File: src/design/ecc_pkg.sv
package ecc_pkg;

   // Building size and timing widths
   localparam int FLOOR_COUNT      = 5;
   localparam int FLOOR_W          = $clog2(FLOOR_COUNT + 1);
   localparam int PHASE_W          = 10;
   localparam int CFG_W            = 10;
   localparam int CSR_IDX_W        = 3;
   localparam int IDLE_TIMEOUT     = 300;
   localparam int CAR_CAPACITY_DEF = 10;

   // Register defaults after reset
   localparam logic [CFG_W-1:0] ACCEL_TICKS_RST      = CFG_W'(15);
   localparam logic [CFG_W-1:0] UP_RUN_TICKS_RST     = CFG_W'(51);
   localparam logic [CFG_W-1:0] DOWN_RUN_TICKS_RST   = CFG_W'(61);
   localparam logic [CFG_W-1:0] UP_DECEL_TICKS_RST   = CFG_W'(14);
   localparam logic [CFG_W-1:0] DOWN_DECEL_TICKS_RST = CFG_W'(23);
   localparam logic [CFG_W-1:0] DOOR_TICKS_RST       = CFG_W'(20);
   localparam logic [CFG_W-1:0] PASSENGER_TICKS_RST  = CFG_W'(25);
   localparam logic [CFG_W-1:0] CLOSE_WAIT_TICKS_RST = CFG_W'(40);

   // Register indexes
   localparam logic [CSR_IDX_W-1:0] CSR_ACCEL_TICKS      = CSR_IDX_W'(0);
   localparam logic [CSR_IDX_W-1:0] CSR_UP_RUN_TICKS     = CSR_IDX_W'(1);
   localparam logic [CSR_IDX_W-1:0] CSR_DOWN_RUN_TICKS   = CSR_IDX_W'(2);
   localparam logic [CSR_IDX_W-1:0] CSR_UP_DECEL_TICKS   = CSR_IDX_W'(3);
   localparam logic [CSR_IDX_W-1:0] CSR_DOWN_DECEL_TICKS = CSR_IDX_W'(4);
   localparam logic [CSR_IDX_W-1:0] CSR_DOOR_TICKS       = CSR_IDX_W'(5);
   localparam logic [CSR_IDX_W-1:0] CSR_PASSENGER_TICKS  = CSR_IDX_W'(6);
   localparam logic [CSR_IDX_W-1:0] CSR_CLOSE_WAIT_TICKS = CSR_IDX_W'(7);

   typedef enum logic [3:0] {
      MODE_RUN_DN  = 4'd0,
      MODE_RUN_UP  = 4'd1,
      MODE_ACC_UP  = 4'd2,
      MODE_ACC_DN  = 4'd3,
      MODE_DEC_UP  = 4'd4,
      MODE_DEC_DN  = 4'd5,
      MODE_IDLE    = 4'd6,
      MODE_PARKED  = 4'd7,
      MODE_OPEN    = 4'd8,
      MODE_OPENING = 4'd9,
      MODE_CLOSING = 4'd10,
      MODE_ALIGHT  = 4'd11,
      MODE_BOARD   = 4'd12
   } mode_type;

   typedef struct packed {
      logic [FLOOR_COUNT-1:0] hall_up_press;
      logic [FLOOR_COUNT-1:0] hall_down_press;
      logic                   exit_pending;
      logic                   queue_waiting;
      logic [FLOOR_W-1:0]     head_destination;
   } req_payload_type;

   typedef struct packed {
      logic [3:0]             mode;
      logic [FLOOR_W-1:0]     car_floor;
      logic                   moving_up;
      logic                   alight;
      logic                   board;
      logic                   flush_queue;
      logic [FLOOR_COUNT-1:0] car_calls_out;
   } rsp_payload_type;

   typedef struct packed {
      logic [CFG_W-1:0] accel_ticks;
      logic [CFG_W-1:0] up_run_ticks;
      logic [CFG_W-1:0] down_run_ticks;
      logic [CFG_W-1:0] up_decel_ticks;
      logic [CFG_W-1:0] down_decel_ticks;
      logic [CFG_W-1:0] door_ticks;
      logic [CFG_W-1:0] passenger_ticks;
      logic [CFG_W-1:0] close_wait_ticks;
   } cfg_type;

   // Pending calls as seen this tick (stored bits merged with new presses)
   typedef struct packed {
      logic [FLOOR_COUNT-1:0] hall_up;
      logic [FLOOR_COUNT-1:0] hall_down;
      logic [FLOOR_COUNT-1:0] car;
   } call_view_type;

   // Call updates requested by the sequencer
   typedef struct packed {
      logic [FLOOR_COUNT-1:0] hall_clr;
      logic [FLOOR_COUNT-1:0] car_clr;
      logic [FLOOR_COUNT-1:0] car_set;
   } call_upd_type;

   // Sequencer state after the tick plus strobes
   typedef struct packed {
      mode_type           mode;
      logic [FLOOR_W-1:0] car_floor;
      logic               moving_up;
      logic               alight;
      logic               board;
      logic               flush_queue;
   } seq_out_type;

   // One-hot bit of a floor; floors outside 1..FLOOR_COUNT give no bit
   function automatic logic [FLOOR_COUNT-1:0] floor_bit(input logic [FLOOR_W-1:0] f);
      logic [FLOOR_COUNT-1:0] m;
      for (int i = 0; i < FLOOR_COUNT; i++) begin
         m[i] = (f == FLOOR_W'(i + 1));
      end
      return m;
   endfunction

   function automatic logic [FLOOR_COUNT-1:0] above_mask(input logic [FLOOR_W-1:0] f);
      logic [FLOOR_COUNT-1:0] m;
      for (int i = 0; i < FLOOR_COUNT; i++) begin
         m[i] = (FLOOR_W'(i + 1) > f);
      end
      return m;
   endfunction

   function automatic logic [FLOOR_COUNT-1:0] below_mask(input logic [FLOOR_W-1:0] f);
      logic [FLOOR_COUNT-1:0] m;
      for (int i = 0; i < FLOOR_COUNT; i++) begin
         m[i] = (FLOOR_W'(i + 1) < f);
      end
      return m;
   endfunction

   // Lowest up call first, else highest down call, else zero
   function automatic logic [FLOOR_W-1:0] hall_target(input logic [FLOOR_COUNT-1:0] up,
                                                      input logic [FLOOR_COUNT-1:0] dn);
      logic [FLOOR_W-1:0] up_t;
      logic [FLOOR_W-1:0] dn_t;
      up_t = '0;
      dn_t = '0;
      for (int i = FLOOR_COUNT - 1; i >= 0; i--) begin
         if (up[i]) up_t = FLOOR_W'(i + 1);
      end
      for (int i = 0; i < FLOOR_COUNT; i++) begin
         if (dn[i]) dn_t = FLOOR_W'(i + 1);
      end
      return (|up) ? up_t : dn_t;
   endfunction

endpackage

File: src/design/ecc_chan_if.sv
interface ecc_chan_if #(
   parameter type payload_type = logic
);
   logic        valid;
   logic        ready;
   payload_type payload;

   modport source (output valid, output payload, input ready);
   modport sink   (input valid, input payload, output ready);
endinterface

File: src/design/elevator_car_controller_unit.sv
// Path: an accepted transaction waits in the input register, and its result is held in the
//   result register until the receiver takes it; a stall on the result channel holds both.
// Throughput: one transaction per cycle while results are taken; the input register
//   feeds one controller step into the result register; each transaction advances one tick.
// Reset (synchronous, active high): car idle at floor 1 heading down, all calls and
//   load cleared, timing registers back to their defaults, both channel stages empty.
module elevator_car_controller_unit
   import ecc_pkg::*;
#(
   parameter int CAR_CAPACITY = CAR_CAPACITY_DEF
) (
   input  logic                 clock,
   input  logic                 reset,
   ecc_chan_if.sink             req_ch,
   ecc_chan_if.source           rsp_ch,
   input  logic                 csr_wr_en,
   input  logic [CSR_IDX_W-1:0] csr_index,
   input  logic [CFG_W-1:0]     csr_wdata
);

   cfg_type         cfg_ff;
   logic            in_valid_ff;
   req_payload_type in_data_ff;
   logic            out_valid_ff;
   rsp_payload_type out_data_ff, out_data_in;
   logic            advance;

   call_view_type          calls;
   call_upd_type           upd;
   seq_out_type            seq_res;
   logic [FLOOR_COUNT-1:0] car_calls_next;

   // Step the controller when the result stage can take it
   assign advance      = in_valid_ff && (!out_valid_ff || rsp_ch.ready);
   assign req_ch.ready = !in_valid_ff || advance;

   assign rsp_ch.valid   = out_valid_ff;
   assign rsp_ch.payload = out_data_ff;

   // Configuration registers
   always_ff @(posedge clock) begin
      if (reset) begin
         cfg_ff.accel_ticks      <= ACCEL_TICKS_RST;
         cfg_ff.up_run_ticks     <= UP_RUN_TICKS_RST;
         cfg_ff.down_run_ticks   <= DOWN_RUN_TICKS_RST;
         cfg_ff.up_decel_ticks   <= UP_DECEL_TICKS_RST;
         cfg_ff.down_decel_ticks <= DOWN_DECEL_TICKS_RST;
         cfg_ff.door_ticks       <= DOOR_TICKS_RST;
         cfg_ff.passenger_ticks  <= PASSENGER_TICKS_RST;
         cfg_ff.close_wait_ticks <= CLOSE_WAIT_TICKS_RST;
      end else if (csr_wr_en) begin
         unique case (csr_index)
            CSR_ACCEL_TICKS:      cfg_ff.accel_ticks      <= csr_wdata;
            CSR_UP_RUN_TICKS:     cfg_ff.up_run_ticks     <= csr_wdata;
            CSR_DOWN_RUN_TICKS:   cfg_ff.down_run_ticks   <= csr_wdata;
            CSR_UP_DECEL_TICKS:   cfg_ff.up_decel_ticks   <= csr_wdata;
            CSR_DOWN_DECEL_TICKS: cfg_ff.down_decel_ticks <= csr_wdata;
            CSR_DOOR_TICKS:       cfg_ff.door_ticks       <= csr_wdata;
            CSR_PASSENGER_TICKS:  cfg_ff.passenger_ticks  <= csr_wdata;
            CSR_CLOSE_WAIT_TICKS: cfg_ff.close_wait_ticks <= csr_wdata;
            default: begin
            end
         endcase
      end
   end

   // Input stage: hold a transaction until the step consumes it
   always_ff @(posedge clock) begin
      if (reset) begin
         in_valid_ff <= 1'b0;
      end else if (req_ch.valid && req_ch.ready) begin
         in_valid_ff <= 1'b1;
      end else if (advance) begin
         in_valid_ff <= 1'b0;
      end
   end

   always_ff @(posedge clock) begin
      if (req_ch.valid && req_ch.ready) in_data_ff <= req_ch.payload;
   end

   ecc_calls u_calls (
      .clock           (clock),
      .reset           (reset),
      .step_en         (advance),
      .hall_up_press   (in_data_ff.hall_up_press),
      .hall_down_press (in_data_ff.hall_down_press),
      .upd             (upd),
      .view            (calls),
      .car_calls_next  (car_calls_next)
   );

   ecc_seq #(
      .CAR_CAPACITY (CAR_CAPACITY)
   ) u_seq (
      .clock            (clock),
      .reset            (reset),
      .step_en          (advance),
      .exit_pending     (in_data_ff.exit_pending),
      .queue_waiting    (in_data_ff.queue_waiting),
      .head_destination (in_data_ff.head_destination),
      .cfg              (cfg_ff),
      .calls            (calls),
      .upd              (upd),
      .res              (seq_res)
   );

   // Result stage
   assign out_data_in.mode          = seq_res.mode;
   assign out_data_in.car_floor     = seq_res.car_floor;
   assign out_data_in.moving_up     = seq_res.moving_up;
   assign out_data_in.alight        = seq_res.alight;
   assign out_data_in.board         = seq_res.board;
   assign out_data_in.flush_queue   = seq_res.flush_queue;
   assign out_data_in.car_calls_out = car_calls_next;

   always_ff @(posedge clock) begin
      if (reset) begin
         out_valid_ff <= 1'b0;
      end else if (advance) begin
         out_valid_ff <= 1'b1;
      end else if (rsp_ch.ready) begin
         out_valid_ff <= 1'b0;
      end
   end

   always_ff @(posedge clock) begin
      if (advance) out_data_ff <= out_data_in;
   end

   // At most one passenger event per tick
   a_one_event: assert property (@(posedge clock) disable iff (reset)
      out_valid_ff |-> $onehot0({out_data_ff.alight, out_data_ff.board,
                                 out_data_ff.flush_queue}))
      else $error("more than one passenger strobe in a result");

   // Car floor stays within the building
   a_floor_range: assert property (@(posedge clock) disable iff (reset)
      out_valid_ff |-> (out_data_ff.car_floor >= FLOOR_W'(1)) &&
                       (out_data_ff.car_floor <= FLOOR_W'(FLOOR_COUNT)))
      else $error("car floor out of range");

   // A flush leaves the car with the door open or already closing
   a_flush_mode: assert property (@(posedge clock) disable iff (reset)
      (out_valid_ff && out_data_ff.flush_queue) |->
         (out_data_ff.mode == MODE_OPEN) || (out_data_ff.mode == MODE_CLOSING))
      else $error("flush outside door-open modes");

   // A stalled input transaction is neither lost nor overwritten
   a_in_hold: assert property (@(posedge clock) disable iff (reset)
      (in_valid_ff && !advance) |=> in_valid_ff && $stable(in_data_ff))
      else $error("input stage lost a pending transaction");

endmodule

File: src/design/ecc_calls.sv
module ecc_calls
   import ecc_pkg::*;
(
   input  logic                   clock,
   input  logic                   reset,
   input  logic                   step_en,
   input  logic [FLOOR_COUNT-1:0] hall_up_press,
   input  logic [FLOOR_COUNT-1:0] hall_down_press,
   input  call_upd_type           upd,
   output call_view_type          view,
   output logic [FLOOR_COUNT-1:0] car_calls_next
);

   logic [FLOOR_COUNT-1:0] hall_up_ff, hall_up_in;
   logic [FLOOR_COUNT-1:0] hall_down_ff, hall_down_in;
   logic [FLOOR_COUNT-1:0] car_ff, car_in;

   // Latch new presses ahead of the controller step
   assign view.hall_up   = hall_up_ff | hall_up_press;
   assign view.hall_down = hall_down_ff | hall_down_press;
   assign view.car       = car_ff;

   // Apply served and newly placed calls
   assign hall_up_in   = view.hall_up & ~upd.hall_clr;
   assign hall_down_in = view.hall_down & ~upd.hall_clr;
   assign car_in       = (car_ff & ~upd.car_clr) | upd.car_set;

   assign car_calls_next = car_in;

   always_ff @(posedge clock) begin
      if (reset) begin
         hall_up_ff   <= '0;
         hall_down_ff <= '0;
         car_ff       <= '0;
      end else if (step_en) begin
         hall_up_ff   <= hall_up_in;
         hall_down_ff <= hall_down_in;
         car_ff       <= car_in;
      end
   end

endmodule

File: src/design/ecc_seq.sv
module ecc_seq
   import ecc_pkg::*;
#(
   parameter int CAR_CAPACITY = CAR_CAPACITY_DEF
) (
   input  logic               clock,
   input  logic               reset,
   input  logic               step_en,
   input  logic               exit_pending,
   input  logic               queue_waiting,
   input  logic [FLOOR_W-1:0] head_destination,
   input  cfg_type            cfg,
   input  call_view_type      calls,
   output call_upd_type       upd,
   output seq_out_type        res
);

   localparam int LOAD_W = $clog2(CAR_CAPACITY + 1);

   mode_type           mode_ff, mode_in;
   logic [PHASE_W-1:0] phase_ff, phase_in;
   logic [FLOOR_W-1:0] floor_ff, floor_in;
   logic               dir_ff, dir_in;
   logic [LOAD_W-1:0]  load_ff, load_in;

   logic [FLOOR_COUNT-1:0] here_bit, up_bit, dn_bit, cu, cd, cud;
   logic [FLOOR_W-1:0]     floor_up, floor_dn, tgt;
   logic                   take, stop_up, stop_dn, tgt_ok, tgt_here, tgt_below;
   logic [PHASE_W-1:0]     ph_inc, reopen_t, open_q, board_p;
   logic                   opening_done, board_pdone, full, board_leave;
   logic                   cw_zero, acc_zero, board_go, board_act, alight_act;
   logic                   timeout, at_bottom, close_done;
   logic                   ac_open, ac_up, ac_dn, take_mode;
   logic                   alight_s, board_s, flush_s;

   // Call views and the floor neighborhood
   assign here_bit = floor_bit(floor_ff);
   assign cu       = calls.car | calls.hall_up;
   assign cd       = calls.car | calls.hall_down;
   assign cud      = cu | calls.hall_down;
   assign take     = dir_ff ? |(calls.hall_up & here_bit) : |(calls.hall_down & here_bit);

   assign floor_up = (floor_ff < FLOOR_W'(FLOOR_COUNT)) ? FLOOR_W'(floor_ff + 1'b1) : floor_ff;
   assign floor_dn = (floor_ff > FLOOR_W'(1)) ? FLOOR_W'(floor_ff - 1'b1) : floor_ff;
   assign up_bit   = floor_bit(floor_up);
   assign dn_bit   = floor_bit(floor_dn);
   assign stop_up  = (|(cu & up_bit)) || !(|(cud & above_mask(floor_up)));
   assign stop_dn  = (|(cd & dn_bit)) || !(|(cud & below_mask(floor_dn)));

   assign tgt       = hall_target(calls.hall_up, calls.hall_down);
   assign tgt_ok    = (tgt != '0);
   assign tgt_here  = (tgt == floor_ff);
   assign tgt_below = (tgt < floor_ff);

   // Phase timing shared by the chained mode steps
   assign ph_inc   = PHASE_W'(phase_ff + 1'b1);
   assign reopen_t = (cfg.door_ticks > phase_ff) ? PHASE_W'(cfg.door_ticks - phase_ff) : '0;
   assign open_q   = (mode_ff == MODE_CLOSING) ? reopen_t :
                     (mode_ff == MODE_OPENING) ? phase_ff : '0;
   assign opening_done = (open_q >= cfg.door_ticks);
   assign board_p      = (mode_ff == MODE_BOARD) ? phase_ff : '0;
   assign board_pdone  = (board_p >= cfg.passenger_ticks);
   assign cw_zero      = (cfg.close_wait_ticks == '0);
   assign acc_zero     = (cfg.accel_ticks == '0);
   assign timeout      = (phase_ff >= PHASE_W'(IDLE_TIMEOUT));
   assign at_bottom    = (floor_ff == FLOOR_W'(1));

   // Passenger handling
   assign full        = (load_ff >= LOAD_W'(CAR_CAPACITY));
   assign board_leave = full || !queue_waiting;
   assign board_go    = (mode_ff == MODE_BOARD) ||
                        ((mode_ff == MODE_ALIGHT) && !exit_pending) ||
                        ((mode_ff == MODE_OPEN) && take);
   assign board_act   = board_go && !board_leave && board_pdone;
   assign alight_act  = (mode_ff == MODE_ALIGHT) && exit_pending &&
                        (phase_ff >= cfg.passenger_ticks);
   assign close_done  = (mode_ff == MODE_CLOSING) && !take && (phase_ff >= cfg.door_ticks);
   assign take_mode   = (mode_ff == MODE_OPENING) || (mode_ff == MODE_ALIGHT) ||
                        (mode_ff == MODE_BOARD) || (mode_ff == MODE_OPEN) ||
                        (mode_ff == MODE_CLOSING) ||
                        (((mode_ff == MODE_IDLE) || (mode_ff == MODE_PARKED)) &&
                         tgt_ok && tgt_here);

   // Decide where the car goes once the door has closed
   always_comb begin
      ac_open = 1'b0;
      ac_up   = 1'b0;
      ac_dn   = 1'b0;
      if (dir_ff) begin
         priority if (|(cu & here_bit))                 ac_open = 1'b1;
         else if (|(cud & above_mask(floor_ff)))        ac_up   = 1'b1;
         else if (|(cd & here_bit))                     ac_open = 1'b1;
         else if (|(cd & below_mask(floor_ff)))         ac_dn   = 1'b1;
         else                                           ac_open = 1'b0;
      end else begin
         priority if (|(cd & here_bit))                 ac_open = 1'b1;
         else if (|(cud & below_mask(floor_ff)))        ac_dn   = 1'b1;
         else if (|(cu & here_bit))                     ac_open = 1'b1;
         else if (|(cu & above_mask(floor_ff)))         ac_up   = 1'b1;
         else                                           ac_open = 1'b0;
      end
   end

   // Next state: mode, phase, floor, direction, load
   always_comb begin
      mode_in  = mode_ff;
      phase_in = ph_inc;
      floor_in = floor_ff;
      dir_in   = dir_ff;
      load_in  = load_ff;
      unique case (mode_ff)
         MODE_RUN_DN: begin
            dir_in = 1'b0;
            if (phase_ff >= cfg.down_run_ticks) begin
               phase_in = '0;
               floor_in = floor_dn;
               if (stop_dn) mode_in = MODE_DEC_DN;
            end
         end
         MODE_RUN_UP: begin
            dir_in = 1'b1;
            if (phase_ff >= cfg.up_run_ticks) begin
               phase_in = '0;
               floor_in = floor_up;
               if (stop_up) mode_in = MODE_DEC_UP;
            end
         end
         MODE_ACC_UP: begin
            if (phase_ff >= cfg.accel_ticks) begin
               mode_in  = MODE_RUN_UP;
               phase_in = '0;
            end
         end
         MODE_ACC_DN: begin
            if (phase_ff >= cfg.accel_ticks) begin
               mode_in  = MODE_RUN_DN;
               phase_in = '0;
            end
         end
         MODE_DEC_UP: begin
            if (phase_ff >= cfg.up_decel_ticks) begin
               mode_in  = MODE_OPENING;
               phase_in = '0;
            end
         end
         MODE_DEC_DN: begin
            if (phase_ff >= cfg.down_decel_ticks) begin
               mode_in  = MODE_OPENING;
               phase_in = '0;
            end
         end
         MODE_IDLE, MODE_PARKED: begin
            if (tgt_ok) begin
               // start serving the hall call within this tick
               if (tgt_here) begin
                  mode_in  = opening_done ? MODE_ALIGHT : MODE_OPENING;
                  phase_in = opening_done ? '0 : PHASE_W'(open_q + 1'b1);
               end else if (tgt_below) begin
                  mode_in  = acc_zero ? MODE_RUN_DN : MODE_ACC_DN;
                  phase_in = acc_zero ? '0 : PHASE_W'(1);
               end else begin
                  mode_in  = acc_zero ? MODE_RUN_UP : MODE_ACC_UP;
                  phase_in = acc_zero ? '0 : PHASE_W'(1);
               end
            end else if (mode_ff == MODE_PARKED) begin
               phase_in = phase_ff;
            end else if (timeout) begin
               mode_in  = at_bottom ? MODE_PARKED : MODE_ACC_DN;
               phase_in = '0;
            end
         end
         MODE_OPENING, MODE_CLOSING: begin
            if (mode_ff == MODE_OPENING || take) begin
               mode_in  = opening_done ? MODE_ALIGHT : MODE_OPENING;
               phase_in = opening_done ? '0 : PHASE_W'(open_q + 1'b1);
            end else if (close_done) begin
               phase_in = '0;
               priority if (ac_open) mode_in = MODE_OPENING;
               else if (ac_up)       mode_in = MODE_ACC_UP;
               else if (ac_dn)       mode_in = MODE_ACC_DN;
               else                  mode_in = MODE_IDLE;
            end
         end
         MODE_OPEN, MODE_ALIGHT, MODE_BOARD: begin
            if (board_go) begin
               // boarding step, possibly falling through to door open
               if (board_leave) begin
                  mode_in  = cw_zero ? MODE_CLOSING : MODE_OPEN;
                  phase_in = cw_zero ? '0 : PHASE_W'(1);
               end else if (board_pdone) begin
                  mode_in  = MODE_BOARD;
                  phase_in = '0;
               end else begin
                  mode_in  = MODE_BOARD;
                  phase_in = PHASE_W'(board_p + 1'b1);
               end
            end else if (mode_ff == MODE_OPEN) begin
               if (phase_ff >= cfg.close_wait_ticks) begin
                  mode_in  = MODE_CLOSING;
                  phase_in = '0;
               end
            end else if (alight_act) begin
               phase_in = '0;
            end
         end
         default: begin
            mode_in  = MODE_IDLE;
            phase_in = '0;
         end
      endcase
      if (alight_act && load_ff != '0) load_in = LOAD_W'(load_ff - 1'b1);
      else if (board_act)              load_in = LOAD_W'(load_ff + 1'b1);
   end

   // Outputs: call updates and strobes
   always_comb begin
      upd.hall_clr = '0;
      upd.car_clr  = '0;
      upd.car_set  = '0;
      alight_s     = alight_act;
      board_s      = board_act;
      flush_s      = board_go && full;
      if (take && take_mode) upd.hall_clr = upd.hall_clr | here_bit;
      if (board_act) begin
         upd.hall_clr = upd.hall_clr | here_bit;
         // out-of-range destinations map to no bit
         if (head_destination != floor_ff) upd.car_set = floor_bit(head_destination);
      end
      unique case (mode_ff)
         MODE_RUN_UP: begin
            if (phase_ff >= cfg.up_run_ticks && stop_up) begin
               upd.hall_clr = upd.hall_clr | up_bit;
               upd.car_clr  = up_bit;
            end
         end
         MODE_RUN_DN: begin
            if (phase_ff >= cfg.down_run_ticks && stop_dn) begin
               upd.hall_clr = upd.hall_clr | dn_bit;
               upd.car_clr  = dn_bit;
            end
         end
         MODE_DEC_UP: begin
            if (phase_ff >= cfg.up_decel_ticks) begin
               upd.hall_clr = upd.hall_clr | here_bit;
               upd.car_clr  = here_bit;
            end
         end
         MODE_DEC_DN: begin
            if (phase_ff >= cfg.down_decel_ticks) begin
               upd.hall_clr = upd.hall_clr | here_bit;
               upd.car_clr  = here_bit;
            end
         end
         MODE_CLOSING: begin
            if (close_done && ac_open) begin
               upd.hall_clr = upd.hall_clr | here_bit;
               upd.car_clr  = here_bit;
            end
         end
         MODE_IDLE: begin
            // idle timeout: park at the lobby or head back to it
            if (!tgt_ok && timeout) begin
               if (at_bottom) upd.car_clr = floor_bit(FLOOR_W'(1));
               else           upd.car_set = floor_bit(FLOOR_W'(1));
            end
         end
         MODE_PARKED: begin
            if (tgt_ok && !tgt_here) upd.car_set = floor_bit(tgt);
         end
         default: begin
         end
      endcase
   end

   assign res.mode        = mode_in;
   assign res.car_floor   = floor_in;
   assign res.moving_up   = dir_in;
   assign res.alight      = alight_s;
   assign res.board       = board_s;
   assign res.flush_queue = flush_s;

   always_ff @(posedge clock) begin
      if (reset) begin
         mode_ff  <= MODE_IDLE;
         phase_ff <= '0;
         floor_ff <= FLOOR_W'(1);
         dir_ff   <= 1'b0;
         load_ff  <= '0;
      end else if (step_en) begin
         mode_ff  <= mode_in;
         phase_ff <= phase_in;
         floor_ff <= floor_in;
         dir_ff   <= dir_in;
         load_ff  <= load_in;
      end
   end

endmodule

File: src/flat_wrapper.sv
// flat-port wrapper written by rule: the top's interface ports become plain ports
module elevator_car_controller_unit_flat import ecc_pkg::*;
#(
   parameter int CAR_CAPACITY = CAR_CAPACITY_DEF
)
  (clock, reset, csr_wr_en, csr_index, csr_wdata, req_ch_valid, req_ch_payload, req_ch_ready, rsp_ch_valid, rsp_ch_payload, rsp_ch_ready);
  ecc_chan_if #(.payload_type(req_payload_type)) req_ch_i ();
  ecc_chan_if #(.payload_type(rsp_payload_type)) rsp_ch_i ();
  input  logic clock;
  input  logic reset;
  input  logic csr_wr_en;
  input  logic [CSR_IDX_W-1:0] csr_index;
  input  logic [CFG_W-1:0] csr_wdata;
  input wire logic [$bits(req_ch_i.valid)-1:0] req_ch_valid;
  input wire logic [$bits(req_ch_i.payload)-1:0] req_ch_payload;
  output wire logic [$bits(req_ch_i.ready)-1:0] req_ch_ready;
  output wire logic [$bits(rsp_ch_i.valid)-1:0] rsp_ch_valid;
  output wire logic [$bits(rsp_ch_i.payload)-1:0] rsp_ch_payload;
  input wire logic [$bits(rsp_ch_i.ready)-1:0] rsp_ch_ready;
  assign req_ch_i.valid = req_ch_valid;
  assign req_ch_i.payload = req_ch_payload;
  assign req_ch_ready = req_ch_i.ready;
  assign rsp_ch_valid = rsp_ch_i.valid;
  assign rsp_ch_payload = rsp_ch_i.payload;
  assign rsp_ch_i.ready = rsp_ch_ready;
  elevator_car_controller_unit #(.CAR_CAPACITY(CAR_CAPACITY)) u_core (.clock(clock), .reset(reset), .req_ch(req_ch_i), .rsp_ch(rsp_ch_i), .csr_wr_en(csr_wr_en), .csr_index(csr_index), .csr_wdata(csr_wdata));
endmodule
File: config.mk
export PLATFORM = sky130hd
export DESIGN_NAME = elevator_car_controller_unit_flat
export DESIGN_NICKNAME = d
export VERILOG_FILES = /design/src/design/ecc_pkg.sv /design/src/design/ecc_chan_if.sv /design/src/design/elevator_car_controller_unit.sv /design/src/design/ecc_calls.sv /design/src/design/ecc_seq.sv /design/src/flat_wrapper.sv
export SDC_FILE = /design/constraint.sdc
export NUM_CORES = 1
export LEC_CHECK = 0
export BUFFER_PORTS_ARGS = -buffer_cell sky130_fd_sc_hd__buf_4
export CORE_ASPECT_RATIO = 0.5
export CORE_MARGIN = 2
export CORE_UTILIZATION = 30
export CTS_BUF_LIST = sky130_fd_sc_hd__clkbuf_4
export DETAILED_ROUTE_END_ITERATION = 8
export PLACE_DENSITY_LB_ADDON = 0.08
export SLEW_MARGIN = 5
export SYNTH_ARGS = -nofsm -noshare
export SYNTH_HDL_FRONTEND = slang
export SYNTH_SLANG_ARGS = --single-unit
File: constraint.sdc
create_clock -name clock -period 13.4 [get_ports clock]
set_clock_uncertainty 0.05 [all_clocks]
set_input_delay 1.34 -clock clock [delete_from_list [all_inputs] [get_ports clock]]
set_output_delay 1.34 -clock clock [all_outputs]
set_load 0.01 [all_outputs]
# Word level (Yosys, flattened, before mapping)

Index checks and enable logic that the tools add are counted.

Register bits after elaboration: 150
Word-level logic and storage cells: 342
Output and inout bits: 18
Input bits: 33

Bitwise gates (word level): 27
Add/subtract/negate cells: 8
Reductions and logical operators: 80
$lt $le $gt $ge: 36
Multiplexer cells: 114
Equality and inequality tests: 47

Operators by type and width:

| kind                    | number |
|---|---|
| $mux W10                | 28 |
| $ge A10 B10 Y1          | 10 |
| $mux W4                 | 20 |
| $pmux W10 S8            | 1 |
| $and A5 B5 Y5           | 15 |
| $reduce_or A5 Y1        | 13 |
| $mux W3                 | 18 |
| $or A5 B5 Y5            | 10 |
| $eq A3 B3 Y1 const B    | 14 |
| $eq A3 B2 Y1 const B    | 12 |
| $pmux W4 S9             | 1 |
| $add A10 B1 Y10 const B | 3 |
| $mux W1                 | 30 |
| $mux W5                 | 6 |
| $pmux W5 S6             | 1 |
| $pmux W5 S5             | 1 |
| $eq A4 B4 Y1 const B    | 5 |
| $logic_and A1 B1 Y1     | 20 |
| $logic_not A10 Y1       | 2 |
| $reduce_and A2 Y1       | 10 |
| $eq A3 B1 Y1 const B    | 6 |
| $eq A4 B3 Y1 const B    | 4 |
| $logic_or A1 B1 Y1      | 14 |
| $gt A2 B3 Y1 const A    | 4 |
| 34 further kinds        | 64 |

# Logic depth before layout (Yosys ltp)

Depth in word-level cells: 21
Gate-level depth with buffers: 19
Mapped depth without buffers: 19

# Hierarchy

A second synthesis with hierarchy kept.

Cells, all modules: 1343
Area, all modules: 11248.3 um^2

By module, submodules not included:

| module                       | instances | area each (um^2) | seq. area each (um^2) | cells an instance |
|---|---|---|---|---|
| ecc_seq                      | 1         | 6447.4           | 440.4                 | 936 |
| elevator_car_controller_unit | 1         | 4125.2           | 2572.5                | 328 |
| ecc_calls                    | 1         | 675.6            | 300.3                 | 79 |

# Worst setup path before layout

OpenSTA, ideal clock, no wires.

Kind: reg2reg
Start: register u_core.u_seq.phase_ff[1]
End: register u_core.u_seq.phase_ff[4]
Period minus slack after synthesis: 4.396 ns
Stages on the path, launching flop included: 18
Path buffers: 1
Setup slack: 9.004 ns
Required time: 13.275 ns
Arrival time: 4.271 ns
Setup time: 0.075 ns
Cell sequence: dfxtp_1 > inv_1 > fa_1 > a211oi_1 > o21ai_1 > a211oi_1 > or2_2 > clkbuf_1 > nor2b_1 > ha_1 > a21oi_1 > o41ai_1 > a221oi_1 > a21o_1 > a21boi_0 > a22o_1 > a21oi_1 > o22ai_1

Cells in the longest elaborated chain, start to end: 8
Elaborated cells on any way between the ends: 41
Classes of those cells: add/sub (4); order compare (12); mux (23); reduce/logical (2)

Ends and longest elaborated chain:

| element                                            | line                                          | RTL |
|---|---|---|
| start, declared                                    | ecc_seq.sv:21                                 | `logic [PHASE_W-1:0] phase_ff, phase_in;` |
| start signal, assigned                             | ecc_seq.sv:291                                | `phase_ff <= phase_in;` |
| $sub A10 B10 Y10 or $gt A10 B10 Y1 (tied branches) | ecc_seq.sv:57                                 | `assign reopen_t = (cfg.door_ticks > phase_ff) ? PHASE_W'(cfg.door_ticks - phase_ff) : '0;` |
| $mux W10                                           | ecc_seq.sv:57                                 |  |
| $mux W10                                           | ecc_seq.sv:58                                 | `assign open_q = (mode_ff == MODE_CLOSING) ? reopen_t :` |
| $add A10 B1 Y10 or $ge A10 B10 Y1 (tied branches)  | ecc_seq.sv:157, ecc_seq.sv:175, ecc_seq.sv:60 |  |
| $mux W10                                           | ecc_seq.sv:157, ecc_seq.sv:175                |  |
| $mux W10                                           | ecc_seq.sv:155                                | `if (tgt_here) begin` |
| $mux W10                                           | ecc_seq.sv:153                                | `if (tgt_ok) begin` |
| $pmux W10 S8 *                                     | ecc_seq.sv:111                                | `unique case (mode_ff)` |

Every way passes the cells marked *; elsewhere a longest branch is shown, timed or not. The select of a mux whose other input is x is not followed.
A chain may end at the register's enable or synchronous reset.

# Worst setup path after layout

Start: register u_core.u_seq.phase_ff[0]
End: register u_core.u_seq.phase_ff[4]

Same word-level chain as after synthesis.

==> flow_metrics.py <==
metrics = {
    "synth": {
        "syn_avg_cell_area_um2": 7.73,
        "ys_ff_latch": 150,
        "synth_top_flop_cell": "dfxtp_1",
        "yosys.cell_types.count": 84,
        "ys_async_sr_fraction_pct": 0,
        "netlist_instances": 1409,
        "syn_area_um2": 10900,
        "synth-seq-area-share_pct": 30.4,
        "synth_edf_count": 31,
        "yosys_warnings": 0,
        "synthesis.nets": 1559,
    },
    "drt": {
        "wl_per_cell_um": 20.9,
        "ant_nets": 0,
        "first_iter_violations": 745,
        "viasPerCell": 5.44,
        "drcViolationCount": 0,
        "via_count": 10500,
        "drt_first_pass_iters": 8,
        "wl_um": 40300,
    },
    "floorplan": {
        "die_area_um2": 37900,
        "fp-row-count": 49,
        "initial_core_util_pct": 30.4,
        "die_h_um": 139,
        "ios": 51,
        "die_w_um": 273,
        "core-area_um2": 35900,
    },
    "job": {
        "maxCapViolCount": 0,
    },
    "pwr": {
        "p_int_w": 0.000647,
        "share_comb_of_total_power_pct": 20.0,
        "p_switching_w": 0.000357,
        "p_per_area_nw_per_um2": 83.6,
        "clkPwrFrac_pct": 30.4,
        "swShare_pct": 35.6,
        "power.total_w": 0.00100,
        "leakagePower_nw": 4.68,
        "seq_power_share_pct": 49.6,
        "ir_drop_uv": 45.7,
    },
    "worst_hold_path": {
        "worstHoldPathType": "reg2reg",
    },
    "sta": {
        "rsz0062_at_grt": "no",
        "tightest_slew_ns": 1.07,
        "finalSetupViolCount": 0,
        "slew_violations": 0,
        "timing.setup.tns_ns": 0,
        "layout_setup_ws_ns": 7.72,
        "min_period_ns": 5.68,
        "hold_viol": 0,
        "layout_worst_path_cycle_share_pct": 42.4,
        "timing.fmax_mhz": 176,
        "maxSlewHeadroom_pct": 28.5,
    },
    "clocking": {
        "htreeDepth": 4,
        "cts_hold_repair.buffers": 0,
        "cts_root_buf": "clkbuf_4",
        "clk_pin_slew_ns": 0.15,
        "cts_resized": 0,
        "numCtsBuffers": 17,
        "clk_latency_ns": 0.66,
        "cts.path.max_buffers": 2,
        "clock-sinks": 150,
        "cts_setup_buffers": 0,
        "cts_tree": "done",
    },
    "final_layout": {
        "fillers": 3864,
        "layout-drive-gt1-share_pct": 8.44,
        "final_core_util_pct": 33.5,
        "seq_area_um2": 3310,
        "instances_no_fill": 1931,
        "final_nets": 1583,
        "area.growth.synth_to_final_pct": 10.2,
        "multi_input_area_um2": 6870,
    },
    "setup_path": {
        "crit_path_top_delay_cell": "dfxtp_1",
        "crit_arrival_ns": 6.20,
        "crit_path_max_fanout": 12,
        "critPathKind": "reg2reg",
        "critical_path.cell_chain": "ha_1, inv_1, fa_1, a211oi_1, o21ai_1, a211oi_1, nor3_1, ha_1, a2111oi_0, o41ai_1, a221oi_1, a21o_1, a21boi_0, a22o_1, a21oi_1, o22ai_1",
        "endpoint_kind": "flip-flop",
        "crit_required_ns": 13.92,
        "crit_path_max_incr_delay_ns": 0.70,
        "critPathLaunchType": "flip-flop",
    },
    "global_routing": {
        "grt_max_degree": 49,
        "grt_pass1_wl_um": 61400,
        "grt-ovfl-total": 0,
        "grt_util_all_layers_pct": 21.3,
        "antenna_found_initial": 1,
        "grt_pass1_vias": 10100,
    },
    "outcome": {
        "status": "completed",
    },
    "placed_design": {
        "dpl_worst_slack_ns": 7.77,
        "io_buffer_count": 50,
        "dp_cells": 1898,
        "place_hpwl_um": 30200,
        "gp_congestion": 0.914,
    },
}
registers in the layout, summed over array words and instances (netlist names):
register	count
u_core.cfg_ff	80
u_core.rsp_ch.payload	16
u_core.in_data_ff	15
u_core.u_seq.phase_ff	10
u_core.u_calls.car_ff	5
u_core.u_calls.hall_down_ff	5
u_core.u_calls.hall_up_ff	5
u_core.u_seq.load_ff	4
u_core.u_seq.mode_ff	4
u_core.u_seq.floor_ff	3
u_core.in_valid_ff	1
u_core.rsp_ch.valid	1
u_core.u_seq.dir_ff	1
worst max-delay path, delay by kind of cell (launching register included):
kind | cells | cell delay, ns
buf+inv | 1 | 0.07
compound gates | 11 | 3.43
fa+ha+maj | 3 | 1.10
flops | 1 | 0.70
simple gates | 1 | 0.24
per-layer routing:
layer  GRT usage [%]  part of all wire, %
met1            30.8                   50
met4            5.26                  1.8
met5               0                    0
met2            33.0                   44
met3            3.50                  4.3
logic make-up (layout without fill, tap and decap cells):
family,after synthesis,in the layout,synth area share [%]
AOI/OAI and AO/OA,390,390,23.4
xor gates and xnor gates,28,28,2.25
adders and majority gates,117,117,13.6
buffers and inverters,179,216,6.59
DFF,150,150,30.4
muxes,3,3,0.299
other,0,1,0
and+or+nand+nor,542,542,23.5
layout by cell type (no fill, tap or decap), types with 8 or more instances in the layout:
master | synthesis | final
a211oi_1 | 19 | 19
a21o_1 | 13 | 13
a21oi_1 | 121 | 121
a221oi_1 | 8 | 8
a22oi_1 | 9 | 9
a31oi_1 | 11 | 11
a32oi_1 | 10 | 10
and2_1 | 11 | 11
buf_4 | 3 | 68
clkbuf_4 | 1 | 17
dfxtp_1 | 119 | 119
edfxtp_1 | 31 | 31
ha_1 | 115 | 115
inv_1 | 115 | 115
nand2_1 | 235 | 235
nand2b_1 | 14 | 14
nand3_1 | 35 | 35
nand4_1 | 16 | 16
nor2_1 | 94 | 94
nor2b_1 | 17 | 17
nor3_1 | 46 | 46
nor4_1 | 14 | 14
o211ai_1 | 39 | 39
o21a_1 | 11 | 11
o21ai_0 | 59 | 59
o22ai_1 | 17 | 17
o31ai_1 | 9 | 9
or2_2 | 10 | 10
or3_1 | 10 | 10
xnor2_1 | 14 | 14
xor2_1 | 14 | 14
metrics by stage:
step                      hold WS (ns)  instance area [um2]
after global placement           0.393                11700
final                            0.416                12000
after detailed placement         0.397                11700
after floorplan                  0.386                10900
after CTS                        0.418                12000
after global routing             0.429                12000
final cells by class:
class                   count  share of cell area, %
multi-input cells        1080                   57.2
flip-flops and latches    150                   27.6
well taps                 484                   5.04
repair buffers             68                   4.25
inverters                 116                   3.63
clock inverters            15                   1.18
clock buffers              17                   1.06
diodes                      1                 0.0208
synth_stat cells (all sizes together) (10+ instances only):
| master | instances | area share [%] |
|---|---|---|
| a211oi | 19 | 1.3 |
| a21o | 13 | 0.90 |
| a21oi | 121 | 5.6 |
| a31oi | 11 | 0.63 |
| a32oi | 10 | 0.80 |
| and2 | 11 | 0.63 |
| buf | 14 | 0.80 |
| clkbuf | 49 | 1.8 |
| dfxtp | 119 | 22 |
| edfxtp | 31 | 8.5 |
| ha | 115 | 13 |
| inv | 115 | 4.0 |
| nand2 | 235 | 8.1 |
| nand2b | 14 | 0.80 |
| nand3 | 35 | 1.6 |
| nand4 | 16 | 0.92 |
| nor2 | 94 | 3.2 |
| nor2b | 17 | 0.98 |
| nor3 | 46 | 2.1 |
| nor4 | 15 | 1.0 |
| o211ai | 39 | 2.7 |
| o21a | 11 | 0.76 |
| o21ai | 63 | 2.9 |
| o22ai | 17 | 0.98 |
| or2 | 11 | 0.63 |
| or3 | 11 | 0.64 |
| xnor2 | 14 | 1.1 |
| xor2 | 14 | 1.1 |
worst paths after layout:
kind                                  from                       end  slack (ns)  cells after the start
setup / recovery  u_core.u_seq.phase_ff[0]  u_core.u_seq.phase_ff[4]        7.72                     16
hold / removal            u_core.cfg_ff[4]          u_core.cfg_ff[4]        0.42                      2
setup reg to reg  u_core.u_seq.phase_ff[0]  u_core.u_seq.phase_ff[4]        7.72                     16
hold reg to reg           u_core.cfg_ff[4]          u_core.cfg_ff[4]        0.42                      2
power by group through the flow:
stage / registers [W] / clock network [W] / logic [W]
3_5_place_dp: 0.000508 / 0 / 0.000198
4_1_cts: 0.000498 / 0.000314 / 0.000199
3_3_place_gp: 0.000508 / 0 / 0.000198
2_1_floorplan: 0.000501 / 0 / 0.000133
5_1_grt: 0.000501 / 0.000330 / 0.000222
6_report: 0.000498 / 0.000305 / 0.000200
Note: power is estimated with default switching activity, not from simulation.
